<file path="config.mk">
export PLATFORM = sky130hd
export DESIGN_NAME = midi_byte_stream_parser_unit
export DESIGN_NICKNAME = d
export VERILOG_FILES = /design/src/hw/rtl/mbsp_pkg.sv /design/src/hw/rtl/midi_byte_stream_parser_unit.sv
export SDC_FILE = /design/constraint.sdc
export NUM_CORES = 1
export LEC_CHECK = 0
export BUFFER_PORTS_ARGS = -buffer_cell sky130_fd_sc_hd__clkbuf_2
export CAP_MARGIN = 20
export CORE_AREA = 5 5 119 121
export CTS_CLUSTER_DIAMETER = 120
export DETAILED_ROUTE_END_ITERATION = 12
export DIE_AREA = 0 0 124 126
export PLACE_DENSITY = 0.53
export SLEW_MARGIN = 20
export SYNTH_ARGS = -nofsm -noshare
export SYNTH_HDL_FRONTEND = slang
export SYNTH_SLANG_ARGS = --single-unit
</file>
<file path="constraint.sdc">
create_clock -name clk -period 4.5 [get_ports clk]
set_input_delay 0.225 -clock clk [delete_from_list [all_inputs] [get_ports clk]]
set_output_delay 0.225 -clock clk [all_outputs]
set_load 0.1 [all_outputs]
</file>
<file path="src/hw/rtl/mbsp_pkg.sv">
// ----------------------------------------------------------------------------
// mbsp_pkg
// shared types, byte codes and helpers of the midi byte stream parser
// ----------------------------------------------------------------------------
package mbsp_pkg;

  localparam logic [7:0] RT_FIRST      = 8'hF8;
  localparam logic [7:0] RT_CLOCK      = 8'hF8;
  localparam logic [7:0] RT_START      = 8'hFA;
  localparam logic [7:0] RT_CONTINUE   = 8'hFB;
  localparam logic [7:0] RT_STOP       = 8'hFC;
  localparam logic [7:0] SYS_FIRST     = 8'hF0;
  localparam logic [7:0] SYS_SONG_POS  = 8'hF2;
  localparam logic [7:0] NO_STATUS     = 8'h00;

  localparam logic [3:0] HI_NOTE_OFF   = 4'h8;
  localparam logic [3:0] HI_NOTE_ON    = 4'h9;
  localparam logic [3:0] HI_POLY_AT    = 4'hA;
  localparam logic [3:0] HI_CC         = 4'hB;
  localparam logic [3:0] HI_PROGRAM    = 4'hC;
  localparam logic [3:0] HI_CHAN_AT    = 4'hD;
  localparam logic [3:0] HI_BEND       = 4'hE;
  localparam logic [3:0] HI_SYSTEM     = 4'hF;

  typedef enum logic [3:0] {
    EV_NOTE_OFF = 4'd0,
    EV_NOTE_ON  = 4'd1,
    EV_POLY_AT  = 4'd2,
    EV_CC       = 4'd3,
    EV_PROGRAM  = 4'd4,
    EV_CHAN_AT  = 4'd5,
    EV_BEND     = 4'd6,
    EV_CLOCK    = 4'd7,
    EV_START    = 4'd8,
    EV_CONTINUE = 4'd9,
    EV_STOP     = 4'd10,
    EV_SONG_POS = 4'd11
  } event_kind_t;

  // data bytes a status byte takes
  function automatic logic [1:0] bytes_needed(input logic [7:0] st);
    logic [1:0] n;
    n = 2'd0;
    if (st[7:4] == HI_PROGRAM || st[7:4] == HI_CHAN_AT) begin
      n = 2'd1;
    end else if (st[7] && st[7:4] != HI_SYSTEM) begin
      n = 2'd2;
    end else if (st == SYS_SONG_POS) begin
      n = 2'd2;
    end
    return n;
  endfunction

endpackage

</file>
<file path="src/hw/rtl/midi_byte_stream_parser_unit.sv">
// an accepted byte is held in the input register, then its result is written to the result register
// throughput: one byte per cycle while the result side keeps taking items
// realtime clock, start, continue and stop bytes give a result at once, data bytes only when a message completes
// reset: synchronous active-low rst_n clears running and pending status, data count,
// stored data bytes and both valid flags
// ----------------------------------------------------------------------------
// midi_byte_stream_parser_unit
// running-status midi parser: one raw byte in, at most one decoded event out
// ----------------------------------------------------------------------------
module midi_byte_stream_parser_unit (
  input  logic       clk,
  input  logic       rst_n,
  input  logic       in_valid,
  output logic       in_ready,
  input  logic [7:0] in_midi_byte,
  input  logic [1:0] in_source_tag,
  output logic       out_valid,
  input  logic       out_ready,
  output logic [3:0] out_event_kind,
  output logic [1:0] out_event_source,
  output logic [3:0] out_channel_number,
  output logic [6:0] out_first_data,
  output logic [6:0] out_second_data,
  output logic [13:0] out_combined_value
);

  // input register
  logic       s1_valid_r;
  logic [7:0] s1_byte_r;
  logic [1:0] s1_src_r;

  // parser state
  logic [7:0] running_r, running_nxt;
  logic [7:0] pending_r, pending_nxt;
  logic [1:0] held_r, held_nxt;
  logic [6:0] store_r [2];
  logic [6:0] store_nxt [2];

  // result register
  logic        out_valid_r;
  mbsp_pkg::event_kind_t kind_r, kind_nxt;
  logic [1:0]  src_r;
  logic [3:0]  chan_r, chan_nxt;
  logic [6:0]  d1_r, d1_nxt;
  logic [6:0]  d2_r, d2_nxt;
  logic [13:0] comb_r, comb_nxt;
  logic        res_nxt;

  logic       advance;
  logic [7:0] pend;
  logic [1:0] hold;
  logic [1:0] need;
  logic       have_status;

  assign advance  = s1_valid_r && (!out_valid_r || out_ready);
  assign in_ready = !s1_valid_r || advance;

  always_comb begin
    running_nxt  = running_r;
    pending_nxt  = pending_r;
    held_nxt     = held_r;
    store_nxt[0] = store_r[0];
    store_nxt[1] = store_r[1];
    res_nxt      = 1'b0;
    kind_nxt     = mbsp_pkg::EV_NOTE_OFF;
    chan_nxt     = 4'd0;
    d1_nxt       = 7'd0;
    d2_nxt       = 7'd0;
    comb_nxt     = 14'd0;
    pend         = pending_r;
    hold         = held_r;
    need         = 2'd0;
    have_status  = 1'b1;

    if (s1_byte_r >= mbsp_pkg::RT_FIRST) begin
      res_nxt = 1'b1;
      case (s1_byte_r)
        mbsp_pkg::RT_CLOCK:    kind_nxt = mbsp_pkg::EV_CLOCK;
        mbsp_pkg::RT_START:    kind_nxt = mbsp_pkg::EV_START;
        mbsp_pkg::RT_CONTINUE: kind_nxt = mbsp_pkg::EV_CONTINUE;
        mbsp_pkg::RT_STOP:     kind_nxt = mbsp_pkg::EV_STOP;
        default:               res_nxt  = 1'b0;
      endcase
    end else if (s1_byte_r[7]) begin
      if (s1_byte_r >= mbsp_pkg::SYS_FIRST) begin
        pending_nxt = (s1_byte_r == mbsp_pkg::SYS_SONG_POS) ? s1_byte_r
                                                            : mbsp_pkg::NO_STATUS;
      end else begin
        running_nxt = s1_byte_r;
        pending_nxt = s1_byte_r;
      end
      held_nxt = 2'd0;
    end else begin
      if (pend == mbsp_pkg::NO_STATUS) begin
        if (running_r == mbsp_pkg::NO_STATUS) begin
          have_status = 1'b0;
        end else begin
          pend = running_r;
          hold = 2'd0;
        end
      end
      if (have_status) begin
        need = mbsp_pkg::bytes_needed(pend);
        if (need != 2'd0) begin
          if (hold < 2'd2) begin
            store_nxt[hold[0]] = s1_byte_r[6:0];
            hold = hold + 2'd1;
          end
        end
        pending_nxt = pend;
        held_nxt    = hold;
        if (need != 2'd0 && hold >= need) begin
          held_nxt    = 2'd0;
          pending_nxt = (pend >= mbsp_pkg::SYS_FIRST) ? mbsp_pkg::NO_STATUS : running_r;
          d1_nxt      = store_nxt[0];
          d2_nxt      = store_nxt[1];
          res_nxt     = 1'b1;
          case (pend[7:4])
            mbsp_pkg::HI_NOTE_OFF: kind_nxt = mbsp_pkg::EV_NOTE_OFF;
            mbsp_pkg::HI_NOTE_ON:  kind_nxt = (store_nxt[1] == 7'd0) ? mbsp_pkg::EV_NOTE_OFF
                                                                     : mbsp_pkg::EV_NOTE_ON;
            mbsp_pkg::HI_POLY_AT:  kind_nxt = mbsp_pkg::EV_POLY_AT;
            mbsp_pkg::HI_CC:       kind_nxt = mbsp_pkg::EV_CC;
            mbsp_pkg::HI_PROGRAM:  kind_nxt = mbsp_pkg::EV_PROGRAM;
            mbsp_pkg::HI_CHAN_AT:  kind_nxt = mbsp_pkg::EV_CHAN_AT;
            mbsp_pkg::HI_BEND:     kind_nxt = mbsp_pkg::EV_BEND;
            default: begin
              if (pend == mbsp_pkg::SYS_SONG_POS) begin
                kind_nxt = mbsp_pkg::EV_SONG_POS;
              end else begin
                res_nxt = 1'b0;
              end
            end
          endcase
          if (pend[7:4] != mbsp_pkg::HI_SYSTEM) begin
            chan_nxt = pend[3:0];
          end
          if (kind_nxt == mbsp_pkg::EV_BEND || kind_nxt == mbsp_pkg::EV_SONG_POS) begin
            comb_nxt = {store_nxt[1], store_nxt[0]};
          end
        end
      end
    end
  end

  always_ff @(posedge clk) begin
    if (!rst_n) begin
      s1_valid_r  <= 1'b0;
      out_valid_r <= 1'b0;
      running_r   <= mbsp_pkg::NO_STATUS;
      pending_r   <= mbsp_pkg::NO_STATUS;
      held_r      <= 2'd0;
      store_r[0]  <= 7'd0;
      store_r[1]  <= 7'd0;
    end else begin
      if (in_ready) begin
        s1_valid_r <= in_valid;
      end
      if (advance) begin
        running_r   <= running_nxt;
        pending_r   <= pending_nxt;
        held_r      <= held_nxt;
        store_r[0]  <= store_nxt[0];
        store_r[1]  <= store_nxt[1];
        out_valid_r <= res_nxt;
      end else if (out_ready) begin
        out_valid_r <= 1'b0;
      end
    end
  end

  always_ff @(posedge clk) begin
    if (in_valid && in_ready) begin
      s1_byte_r <= in_midi_byte;
      s1_src_r  <= in_source_tag;
    end
    if (advance) begin
      kind_r <= kind_nxt;
      src_r  <= s1_src_r;
      chan_r <= chan_nxt;
      d1_r   <= d1_nxt;
      d2_r   <= d2_nxt;
      comb_r <= comb_nxt;
    end
  end

  assign out_valid          = out_valid_r;
  assign out_event_kind     = kind_r;
  assign out_event_source   = src_r;
  assign out_channel_number = chan_r;
  assign out_first_data     = d1_r;
  assign out_second_data    = d2_r;
  assign out_combined_value = comb_r;

`ifndef SYNTHESIS
  a_held_range: assert property (@(posedge clk) disable iff (!rst_n)
    held_r <= 2'd1)
    else $error("data count out of range");

  a_running_voice: assert property (@(posedge clk) disable iff (!rst_n)
    running_r == mbsp_pkg::NO_STATUS ||
    (running_r[7] && running_r[7:4] != mbsp_pkg::HI_SYSTEM))
    else $error("running status not a voice status");

  a_pending_matches: assert property (@(posedge clk) disable iff (!rst_n)
    (pending_r != mbsp_pkg::NO_STATUS && pending_r != mbsp_pkg::SYS_SONG_POS)
    |-> pending_r == running_r)
    else $error("pending voice status differs from running status");

  a_stall_holds_state: assert property (@(posedge clk) disable iff (!rst_n)
    (s1_valid_r && out_valid_r && !out_ready) |=> $stable(pending_r) && $stable(held_r))
    else $error("parser state moved while result stalled");
`endif

endmodule
</file>
Word level (Yosys, flattened, before mapping)

Memories as Yosys holds them, arrays and structs flattened.
Cells that the tools add are included.

Reduce and logical (&&, ||, !) cells: 24
Muxes and demuxes: 70
Add/subtract/negate cells: 1
$lt $le $gt $ge: 7
Equal/unequal tests: 16
Bitwise operators: 9

Operators by type and width:

| kind                                                      | count |
|---|---|
| 2-to-1 mux 14 bit                                         | 8 |
| 2-to-1 mux 8 bit                                          | 10 |
| == test 8 bit (second input constant)                     | 6 |
| 2-to-1 mux 2 bit                                          | 18 |
| 2-to-1 mux 4 bit                                          | 9 |
| == test 4 bit (second input constant)                     | 8 |
| case mux 4 bit (7 select lines)                           | 1 |
| greater-or-equal comparator 8 bit (second input constant) | 3 |
| 2-to-1 mux 7 bit                                          | 3 |
| 2-to-1 mux 1 bit                                          | 18 |
| logical NOT 8 bit                                         | 2 |
| case mux 4 bit (4 select lines)                           | 1 |
| bitwise mux 14 bit                                        | 1 |
| OR reduction 5 bit                                        | 2 |
| OR reduction 4 bit                                        | 2 |
| demux 7 bit (select 1 bit)                                | 1 |
| logical NOT 7 bit                                         | 1 |
| OR reduction 7 bit                                        | 1 |
| NOT 1 bit                                                 | 6 |
| nonzero test 2 bit                                        | 3 |
| logical AND 1 bit                                         | 5 |
| == test 4 x 3 -> 1 bit (second input constant)            | 1 |
| logical OR 1 bit                                          | 4 |
| != test 4 bit (second input constant)                     | 1 |
| 10 further kinds                                          | 12 |

Bits in writable memories: 14
Bits in registers: 68
Memories kept: 1
Output and inout port bits: 40

Memory list:

| memory  | words | width | rd ports | clocked after Yosys merged registers in | write ports | line                               | text |
|---|---|---|---|---|---|---|---|
| store_r | 2     | 7     | 2        | 0                                       | 2           | midi_byte_stream_parser_unit.sv:36 | `logic [6:0] store_r [2];` |

Longest topological paths before layout

Gate-level depths: netlist (run 1).

Word-level depth: 28
Mapped depth: 15

Worst setup path after synthesis (run 1)

OpenSTA, ideal clock, no wires.

Path type: register -> register
Start point: register pending_r[7]
End point: register comb_r[10], in the netlist out_combined_value[10] (data pin)
Setup time: 138 ps
Arrival time: 3,949 ps
Clock period less this slack: 4,087 ps
Slack: 413 ps
Path buffers: 3
Required time: 4,362 ps
Stages on the path, launching flop included: 16
Path through: dfxtp_1 buf_6 or4_1 o31a_1 o21bai_1 and2b_1 mux2_2 ha_1 nand2b_1 a21oi_1 or4_1 or3b_1 buf_6 a211o_4 buf_6 nor2_2

Cells in the longest elaborated chain, start to end: 27
Elaborated cells on any way between the ends: 65
Those cells by class: add/sub (1); order compare (4); eq/ne (11); mux (36); bitwise (4); reduce/logical (9)

Ends and longest elaborated chain:

| what                                                    | line                                                                   | text |
|---|---|---|
| start: declaration                                      | midi_byte_stream_parser_unit.sv:34                                     | `logic [7:0] pending_r, pending_nxt;` |
| start signal: assignment                                | midi_byte_stream_parser_unit.sv:151                                    | `pending_r <= mbsp_pkg::NO_STATUS;` |
| start signal: assignment                                | midi_byte_stream_parser_unit.sv:161                                    | `pending_r <= pending_nxt;` |
| logical NOT 8 bit or 2-to-1 mux 8 bit (tied branches)   | midi_byte_stream_parser_unit.sv:94, midi_byte_stream_parser_unit.sv:95 |  |
| 2-to-1 mux 8 bit                                        | midi_byte_stream_parser_unit.sv:94                                     | `if (pend == mbsp_pkg::NO_STATUS) begin` |
| 2-to-1 mux 8 bit                                        | midi_byte_stream_parser_unit.sv:84                                     | `end else if (s1_byte_r[7]) begin` |
| 2-to-1 mux 8 bit                                        | midi_byte_stream_parser_unit.sv:75                                     | `if (s1_byte_r >= mbsp_pkg::RT_FIRST) begin` |
| == test 8 bit or != test 4 bit (tied branches)          | mbsp_pkg.sv:48, midi_byte_stream_parser_unit.sv:128, mbsp_pkg.sv:46    |  |
| 2-to-1 mux 2 bit or logical AND 1 bit (tied branches)   | mbsp_pkg.sv:48, mbsp_pkg.sv:46                                         |  |
| 2-to-1 mux 2 bit                                        | mbsp_pkg.sv:46                                                         | `end else if (st[7] && st[7:4] != HI_SYSTEM) begin` |
| 2-to-1 mux 2 bit                                        | mbsp_pkg.sv:44                                                         | `if (st[7:4] == HI_PROGRAM \|\| st[7:4] == HI_CHAN_AT) begin` |
| [11 not listed]                                         | --                                                                     |  |
| 2-to-1 mux 4 bit                                        | midi_byte_stream_parser_unit.sv:112                                    | `if (need != 2'd0 && hold >= need) begin` |
| 2-to-1 mux 4 bit                                        | midi_byte_stream_parser_unit.sv:102                                    | `if (have_status) begin` |
| 2-to-1 mux 4 bit                                        | midi_byte_stream_parser_unit.sv:84                                     |  |
| 2-to-1 mux 4 bit                                        | midi_byte_stream_parser_unit.sv:75                                     |  |
| == test 4 x 3 -> 1 bit or == test 4 bit (tied branches) | midi_byte_stream_parser_unit.sv:138                                    | `if (kind_nxt == mbsp_pkg::EV_BEND \|\| kind_nxt == mbsp_pkg::EV_SONG_POS) begin` |
| logical OR 1 bit                                        | midi_byte_stream_parser_unit.sv:138                                    |  |
| NOT 1 bit (no source line)                              | --                                                                     |  |
| OR reduction 5 bit (no source line)                     | --                                                                     |  |
| end signal: assignment                                  | midi_byte_stream_parser_unit.sv:183                                    | `comb_r <= comb_nxt;` |
| end: declaration                                        | midi_byte_stream_parser_unit.sv:46                                     | `logic [13:0] comb_r, comb_nxt;` |

Parallel ways exist; a longest one is shown, timed or not. The select of a mux whose other input is x is not followed.
A chain may end at the register's enable or synchronous reset.

Worst setup path after layout (run 1)

Start point: register pending_r[1]
End point: register comb_r[3], in the netlist out_combined_value[3] (data pin)

The elaborated chain is that of the path after synthesis.

==> results of run 1 <==
==> cell families after synthesis <==
kind of cell	share of synthesized area [%]
compound gates	11.3
buf+inv	2.94
simple gates	19.4
mux	5.58
xor+xnor	0.231
flops	59.7
fa+ha+maj	0.990
==> critical path, stage by stage, from the launching register on <==
cell and delay (ns):
dfxtp_1 0.42, or4_1 0.61, o31a_1 0.34, o21bai_1 0.29
and2b_1 0.28, mux2_2 0.30, ha_1 0.27, nand2b_1 0.10
a21oi_1 0.11, or4_1 0.51, or3b_1 0.45, a211o_4 0.41
nor2_2 0.15
==> synth_stat cells, drive strengths merged (2+ instances only) <==
master,n,share of area (%)
dfxtp,20,11
o32ai,2,0.46
and3,3,0.49
or3,4,0.66
nand2b,2,0.33
o21ai,16,2.1
a21oi,19,2.5
or4,5,0.99
mux2i,20,5.3
nor3b,2,0.40
nor2,60,6.6
nor4b,2,0.46
a221o,2,0.53
o221a,3,0.89
and2,6,0.99
o31a,2,0.46
or3b,2,0.46
a211oi,4,0.79
nand2,16,1.6
nor2b,7,1.2
edfxtp,62,49
a211o,2,0.69
a31oi,4,0.82
inv,4,0.40
buf,6,1.4
nor4,8,1.9
ha,3,0.99
a221oi,2,0.46
clkbuf,12,1.2
nor3,12,1.6
nand3,6,0.79
==> worst paths after layout <==
kind                         from                    end  slack [ns]  cells after the start
hold / removal    in_midi_byte[7]           s1_byte_r[7]        0.07                      1
hold reg to reg       s1_src_r[0]    out_event_source[0]        0.43                      0
setup reg to reg     pending_r[1]  out_combined_value[3]        0.14                     12
setup / recovery     pending_r[1]  out_combined_value[3]        0.14                     12
==> cell type report <==
type	instances	area, µm²	share of cell area [%]
sequential	82	2260	49.2
tap	176	220	4.79
timing repair buffer	59	310	6.75
clock inverter	7	140	3.05
inverter	4	15.0	0.327
clock buffer	9	225	4.90
multi-input combinational	228	1430	31.0
==> per-layer routing <==
metal,GRT usage (%),share of wire [%],vias to the layer above
li1,-,-,1348
met1,17.7,49,1297
met2,19.2,45,66
met3,3.00,4.5,13
met4,4.45,1.5,0
met5,0,0,-
==> metrics by stage <==
step | setup slack (ns) | instances
final | 0.140 | 565
after CTS | 0.186 | 565
after floorplan | 0.413 | 332
after global placement | 0.335 | 549
after detailed placement | 0.208 | 549
after global routing | 0.00451 | 565
==> registers in the layout, summed over array words and instances (netlist names) <==
register,count
store_r,14
s1_valid_r,1
out_channel_number,4
out_second_data,7
out_event_kind,4
out_valid,1
out_event_source,2
out_first_data,7
running_r,8
held_r,2
s1_src_r,2
s1_byte_r,8
out_combined_value,14
pending_r,8
==> placed cells by master, fill, tap and decap left out, types with 5 or more instances in the layout <==
cell type | netlist | layout
clkbuf_16 | 0 | 9
dfxtp_1 | 20 | 20
a21oi_1 | 19 | 19
or4_1 | 5 | 5
and2_1 | 6 | 6
buf_4 | 1 | 6
edfxtp_1 | 62 | 62
nor3_1 | 12 | 12
o21ai_0 | 15 | 15
nor2_2 | 10 | 10
nand2_1 | 16 | 16
nand3_1 | 6 | 6
nor4_1 | 6 | 6
nor2b_1 | 7 | 7
clkbuf_2 | 0 | 53
mux2i_1 | 20 | 20
nor2_1 | 50 | 50
==> power by group through the flow <==
stage	Combinational [mW]	Sequential (mW)	Clock, mW
2_1_floorplan	0.155	0.947	0
3_3_place_gp	0.275	0.905	0
3_5_place_dp	0.271	0.906	0
4_1_cts	0.272	0.890	0.907
5_1_grt	0.291	0.896	0.949
6_report	0.270	0.890	0.892
==> results by group, run 1 <==
Status
  • Status: complete, no violations

STA
  • Worst slew pin tran: ~0.87 ns
  • RSZ-0062 raised after global routing: false
  • Final Hold Violating Endpoints: 0
  • Fmax: roughly 0.23 GHz
  • Final setup viols: 0
  • Setup_tns: 0 ns
  • Hold Slack: between 0.06 and 0.07 ns
  • Final period utilization: 96.9%
  • Worst clock skew: 0.00771 ns
  • Final Critical Period: 4.36 ns
  • Rel. slew slack: between 40% and 50%
  • Fin. max-slew vios: 0

Critical path
  • CP required: 4.69 ns
  • Crit Path Max Fanout: 14
  • Data arrival, critical path: between 4 and 5 ns
  • Crit start category: flip-flop
  • Critical path class: reg -> reg
  • Setup crit end kind: flip-flop

Power and ir drop
  • P_sw: about 0.53 mW
  • LEAKAGE: about 1.7 nW
  • Power Total: around 2 mW
  • VDD IR-drop max: about 0.00023 V
  • P_int: roughly 1.5 mW
  • Clock power share: a little over two fifths
  • Net Sw Frac: between 20% and 30%
  • Seq pwr share: between 40% and 50%
  • Part of the power in combinational logic: a little over an eighth
  • Pwr dens: about 450 nW/µm²

Logic synthesis
  • Predominant post-synthesis flop cell: edfxtp_1
  • Warning count from the yosys run: 0
  • Asr flop ratio synth: 0%
  • Sequential-to-total area share from yosys stat: approximately 60%
  • Syn_area_per_cell: ~11 µm²
  • Post-synthesis net count: ~350
  • Syn Inst Count: 332
  • Mapped cell area: 3790 µm²
  • EDFF count, synth: 62
  • Synth unique cells: 54
  • Synthesized flop and latch total: between 80 and 90

Place
  • Port Buffers: 53
  • GPL Wtd Cong: 0.861
  • Hpwl dp: about 6800 µm
  • Placement Cell Area: around 4200 µm²

Layout
  • Fillers: roughly 1,300
  • Layout cells sized above 1: between 20% and 30%
  • Final core occ: approximately 35%
  • Synth-to-layout area growth: 21.2%
  • ANT cells: 0
  • Post-route design area: approximately 4600 µm²
  • Nets: 401

Floorplan
  • DIE WIDTH: approximately 120 µm
  • Initial Utilization: around 29%
  • Die height: between 100 and 150 µm
  • I/O pin total: 54
  • FP Rows: 42
  • Core Area: between 10,000 and 15,000 µm²
  • Full die area: about 16,000 µm²

Route
  • Routed vias/inst: between 4 and 5
  • WL/cell: about 17 µm
  • Antenna-violating nets left: 0
  • Vias post-DR: between 2,000 and 3,000
  • DRC violations left: 0
  • DRT iter0 DRCs: between 100 and 150
  • Detailed Routing Iterations Pass 1: 4
  • DRT Wirelength: about 9400 µm

Clock network
  • CTS resizes: 0
  • Sinks on the clock net: 82
  • CTS tree: yes
  • Clock transition at path regs: around 0.06 ns
  • Clk_lat worst skew: 0.34 ns
  • CTS Buf Count: 9
  • CTS root buf: clkbuf_16
  • Hold buffer count at CTS: 0
  • Post-CTS setup buffer count: 0
  • Clock tree buffer depth: 2
  • H-tree lvl count: 3

Job
  • Maxcap violations: 0

GRT
  • Total GRT Usage: 12.7%
  • First-pass GRT wire length: around 15,000 µm
  • Antenna violations before repair: 0
  • Largest net degree at the start of global routing: 40
  • GRT overflow: 0
  • Vias in the first global route: 2,885

Min path
  • HP Class: in -> reg
No activity file was read; power rests on OpenSTA's default activity.
==> run 2: changes to the inputs <==
Settings changed: ABC_AREA set to 1, CORE_AREA 5 5 119 121 to 5 5 120 122, DIE_AREA 0 0 124 126 to 0 0 125 127.
==> results by group, run 2 <==
Clock network
  • CTS tree: yes (unchanged)
  • CTS root buf: clkbuf_16 (unchanged)
  • Sinks on the clock net: 82 (unchanged)
  • Clock transition at path regs: 0.06 ns (about the same)
  • CTS resizes: 0 (unchanged)
  • Post-CTS setup buffer count: 0 (unchanged)
  • CTS Buf Count: 9 (unchanged)
  • Clock tree buffer depth: 2 (unchanged)
  • Clk_lat worst skew: 0.34 ns (about the same)
  • Hold buffer count at CTS: 0 (unchanged)
  • H-tree lvl count: 3 (unchanged)

Job
  • Maxcap violations: 0 (unchanged)

Critical path
  • Worst path max stage delay: 0.57 ns (was 0.61 ns)
  • Critical path class: reg -> reg (unchanged)
  • CP required: 4.76 ns (was 4.69 ns)
  • Data arrival, critical path: 3.76 ns (was 4.55 ns)
  • Setup crit end kind: flip-flop (unchanged)
  • Most frequent CP cell: nor2_1 (was or4_1)
  • CP max-delay cell: nor2_1 (was or4_1)
  • Crit path cell chain: nor2_1 -> nand2_2 -> nor2_8 -> nand2_2 -> o21ai_2 -> nand2_4 -> o21ai_0 -> inv_1 -> ha_1 -> nor2_1 -> inv_1 -> a21oi_1 -> nor2_1 -> nand2_1 -> o21ai_0 -> nand2_1 -> a21oi_1 (was or4_1 -> o31a_1 -> o21bai_1 -> and2b_1 -> mux2_2 -> ha_1 -> nand2b_1 -> a21oi_1 -> or4_1 -> or3b_1 -> a211o_4 -> nor2_2)
  • Crit Path Max Fanout: 12 (was 14)
  • Crit start category: flip-flop (unchanged)
  • R2R depth: 17 (was 12)

Floorplan
  • Initial Utilization: 29.7% (was 29.2%)
  • Core Area: 13,100 µm² (was 13,000 µm²)
  • FP Rows: 42 (unchanged)
  • Full die area: 15,900 µm² (was 15,600 µm²)
  • Die height: 127 µm (was 126 µm)
  • DIE WIDTH: 125 µm (was 124 µm)
  • I/O pin total: 54 (unchanged)

Route
  • DRC violations left: 0 (unchanged)
  • Vias post-DR: 3,029 (was 2,724)
  • Antenna-violating nets left: 0 (unchanged)
  • WL/cell: 14.1 µm (was 16.6 µm)
  • Detailed Routing Iterations Pass 1: 5 (was 4)
  • Routed vias/inst: 4.61 (was 4.82)
  • DRT iter0 DRCs: 191 (was 147)
  • DRT Wirelength: 9240 µm (was 9400 µm)

Logic synthesis
  • Sequential-to-total area share from yosys stat: 58.2% (was 59.7%)
  • Syn_area_per_cell: 9.25 µm² (was 11.4 µm²)
  • Predominant post-synthesis flop cell: edfxtp_1 (unchanged)
  • Top cell type's share of synthesized area: 47.9% (was 49.1%)
  • Top post-synthesis cells by count: 80 x nand2_1, 62 x edfxtp_1, 60 x nor2_1 (was 62 x edfxtp_1, 50 x nor2_1, 20 x dfxtp_1, 20 x mux2i_1, 19 x a21oi_1)
  • Warning count from the yosys run: 0 (unchanged)
  • Cell taking the most area after synthesis: edfxtp_1 (unchanged)
  • Most frequent cell after synthesis: nand2_1 (was edfxtp_1)
  • Synthesized flop and latch total: 82 (unchanged)
  • EDFF count, synth: 62 (unchanged)
  • Largest cells by area after synthesis: edfxtp_1 48%, dfxtp_1 10%, nand2_1 7.7% (was edfxtp_1 49%, dfxtp_1 11%, mux2i_1 5.3%)
  • Mapped cell area: 3880 µm² (was 3790 µm²)
  • Synth unique cells: 33 (was 54)
  • Syn Inst Count: 420 (was 332)
  • Post-synthesis net count: 437 (was 349)
  • Asr flop ratio synth: 0% (unchanged)

Place
  • Setup Slack @ Placement: 1.01 ns (was 0.208 ns)
  • Port Buffers: 53 (unchanged)
  • Dpl cells: 641 (was 549)
  • Hpwl dp: 6810 µm (was 6760 µm)
  • GPL Wtd Cong: 0.897 (was 0.861)

STA
  • Hold Slack: 0.0625 ns (was 0.0663 ns)
  • Setup_tns: 0 ns (unchanged)
  • RSZ-0062 raised after global routing: false (unchanged)
  • Setup slack after layout: 1.00 ns (was 0.140 ns)
  • Final setup viols: 0 (unchanged)
  • Final period utilization: 77.7% (was 96.9%)
  • Final Critical Period: 3.50 ns (was 4.36 ns)
  • Worst slew pin tran: 0.715 ns (was 0.873 ns)
  • Fmax: 0.286 GHz (was 0.229 GHz)
  • Worst clock skew: 0.00776 ns (was 0.00771 ns)
  • Fin. max-slew vios: 0 (unchanged)
  • Rel. slew slack: 52.2% (was 41.2%)
  • Final Hold Violating Endpoints: 0 (unchanged)

Layout
  • Layout cells sized above 1: 22.0% (was 24.7%)
  • Final core occ: 35.5% (was 35.4%)
  • Synth-to-layout area growth: 19.7% (was 21.2%)
  • Most frequent cells in the layout: 80 x nand2_1, 62 x edfxtp_1, 60 x nor2_1 (was 62 x edfxtp_1, 53 x clkbuf_2, 50 x nor2_1)
  • ANT cells: 0 (unchanged)
  • Most common cell after layout, fill and taps aside: nand2_1 (was edfxtp_1)
  • Non-filler cells, final: 657 (was 565)
  • Nets: 493 (was 401)

Min path
  • WHS Path Cells: 1 (unchanged)
  • HP Class: in -> reg (unchanged)

GRT
  • Total GRT Usage: 12.2% (was 12.7%)
  • GRT overflow: 0 (unchanged)
  • Largest net degree at the start of global routing: 40 (unchanged)
  • First-pass GRT wire length: 15,400 µm (about the same)
  • Vias in the first global route: 3,001 (was 2,885)
  • Antenna violations before repair: 0 (unchanged)

Power and ir drop
  • Seq pwr share: 44.5% (was 43.4%)
  • P_int: 1.42 mW (was 1.52 mW)
  • LEAKAGE: 1.99 nW (was 1.70 nW)
  • Pwr dens: 422 nW/µm² (was 446 nW/µm²)
  • Clock power share: 40.2% (was 43.5%)
  • Net Sw Frac: 27.8% (was 25.7%)
  • VDD IR-drop max: 0.000148 V (was 0.000225 V)
  • P_sw: 0.545 mW (was 0.528 mW)
  • Part of the power in combinational logic: 15.3% (was 13.1%)

Status
  • Status: complete, no violations (unchanged)
-- run 2: cell types whose count changed after synthesis, sizes merged, moves of 6 or more --
| cell | change |
|---|---|
| a21oi | +7 |
| and2 | -6 |
| clkbuf | -9 |
| inv | +62 |
| mux2i | -20 |
| nand2 | +80 |
| nand3 | +19 |
| nand4 | +9 |
| nor2b | -6 |
| nor3 | -11 |
| nor4 | -8 |
| o21ai | +9 |
-- run 2: stage by stage --
step                power, mW  cell area, µm²
floorplan                1.12            3880
global placement         1.19            4330
detailed placement       1.19            4330
CTS                      1.98            4650
global route             2.04            4650
finish                   1.96            4650
-- run 2: power groups by stage --
stage	logic, mW	registers (mW)	clock network [mW]
detailed placement	0.300	0.888	0
global route	0.330	0.876	0.837
CTS	0.302	0.872	0.808
global placement	0.298	0.887	0
finish	0.300	0.873	0.788
floorplan	0.159	0.966	0
-- run 2: cell type report --
| type | count | area [µm²] |
|---|---|---|
| fill | 1354 | 8440 |
| sequential | 82 | 2260 |
| multi-input combinational | 262 | 1320 |
| timing repair buffer | 54 | 273 |
| inverter | 67 | 256 |
| clock buffer | 12 | 246 |
| tap | 176 | 220 |
| clock inverter | 4 | 76.3 |
-- run 2: worst max-delay path: cells and delay by family, from the launching register on --
kind / cells / cell delay [ns]
flip-flops: 1 / 0.32
AND/OR/NAND/NOR: 9 / 1.60
buffers and inverters: 2 / 0.12
AO/OA/AOI/OAI: 5 / 1.10
adder cells (fa/ha/maj): 1 / 0.28
-- run 2: kinds of logic after synthesis --
kind of cell / after synthesis / share of synthesized area, %
adders and majority gates: 3 / 0.967
DFF: 82 / 58.2
buffers and inverters: 76 / 7.89
and+or+nand+nor: 197 / 23.7
AOI/OAI and AO/OA: 62 / 9.21
-- run 2: layer usage --
metal,GRT usage [%],wire [µm],vias to the layer above
li1,-,-,1493
met1,15.9,4160,1428
met4,4.53,212,0
met2,19.5,4310,90
met5,0,0,-
met3,3.51,558,18
-- run 2: worst paths after layout --
kind,end,start,slack (ns)
setup / recovery,pending_r[7],pending_r[4],1.00
hold / removal,s1_byte_r[2],in_midi_byte[2],0.06
setup reg to reg,pending_r[7],pending_r[4],1.00
hold reg to reg,out_event_source[1],s1_src_r[1],0.42
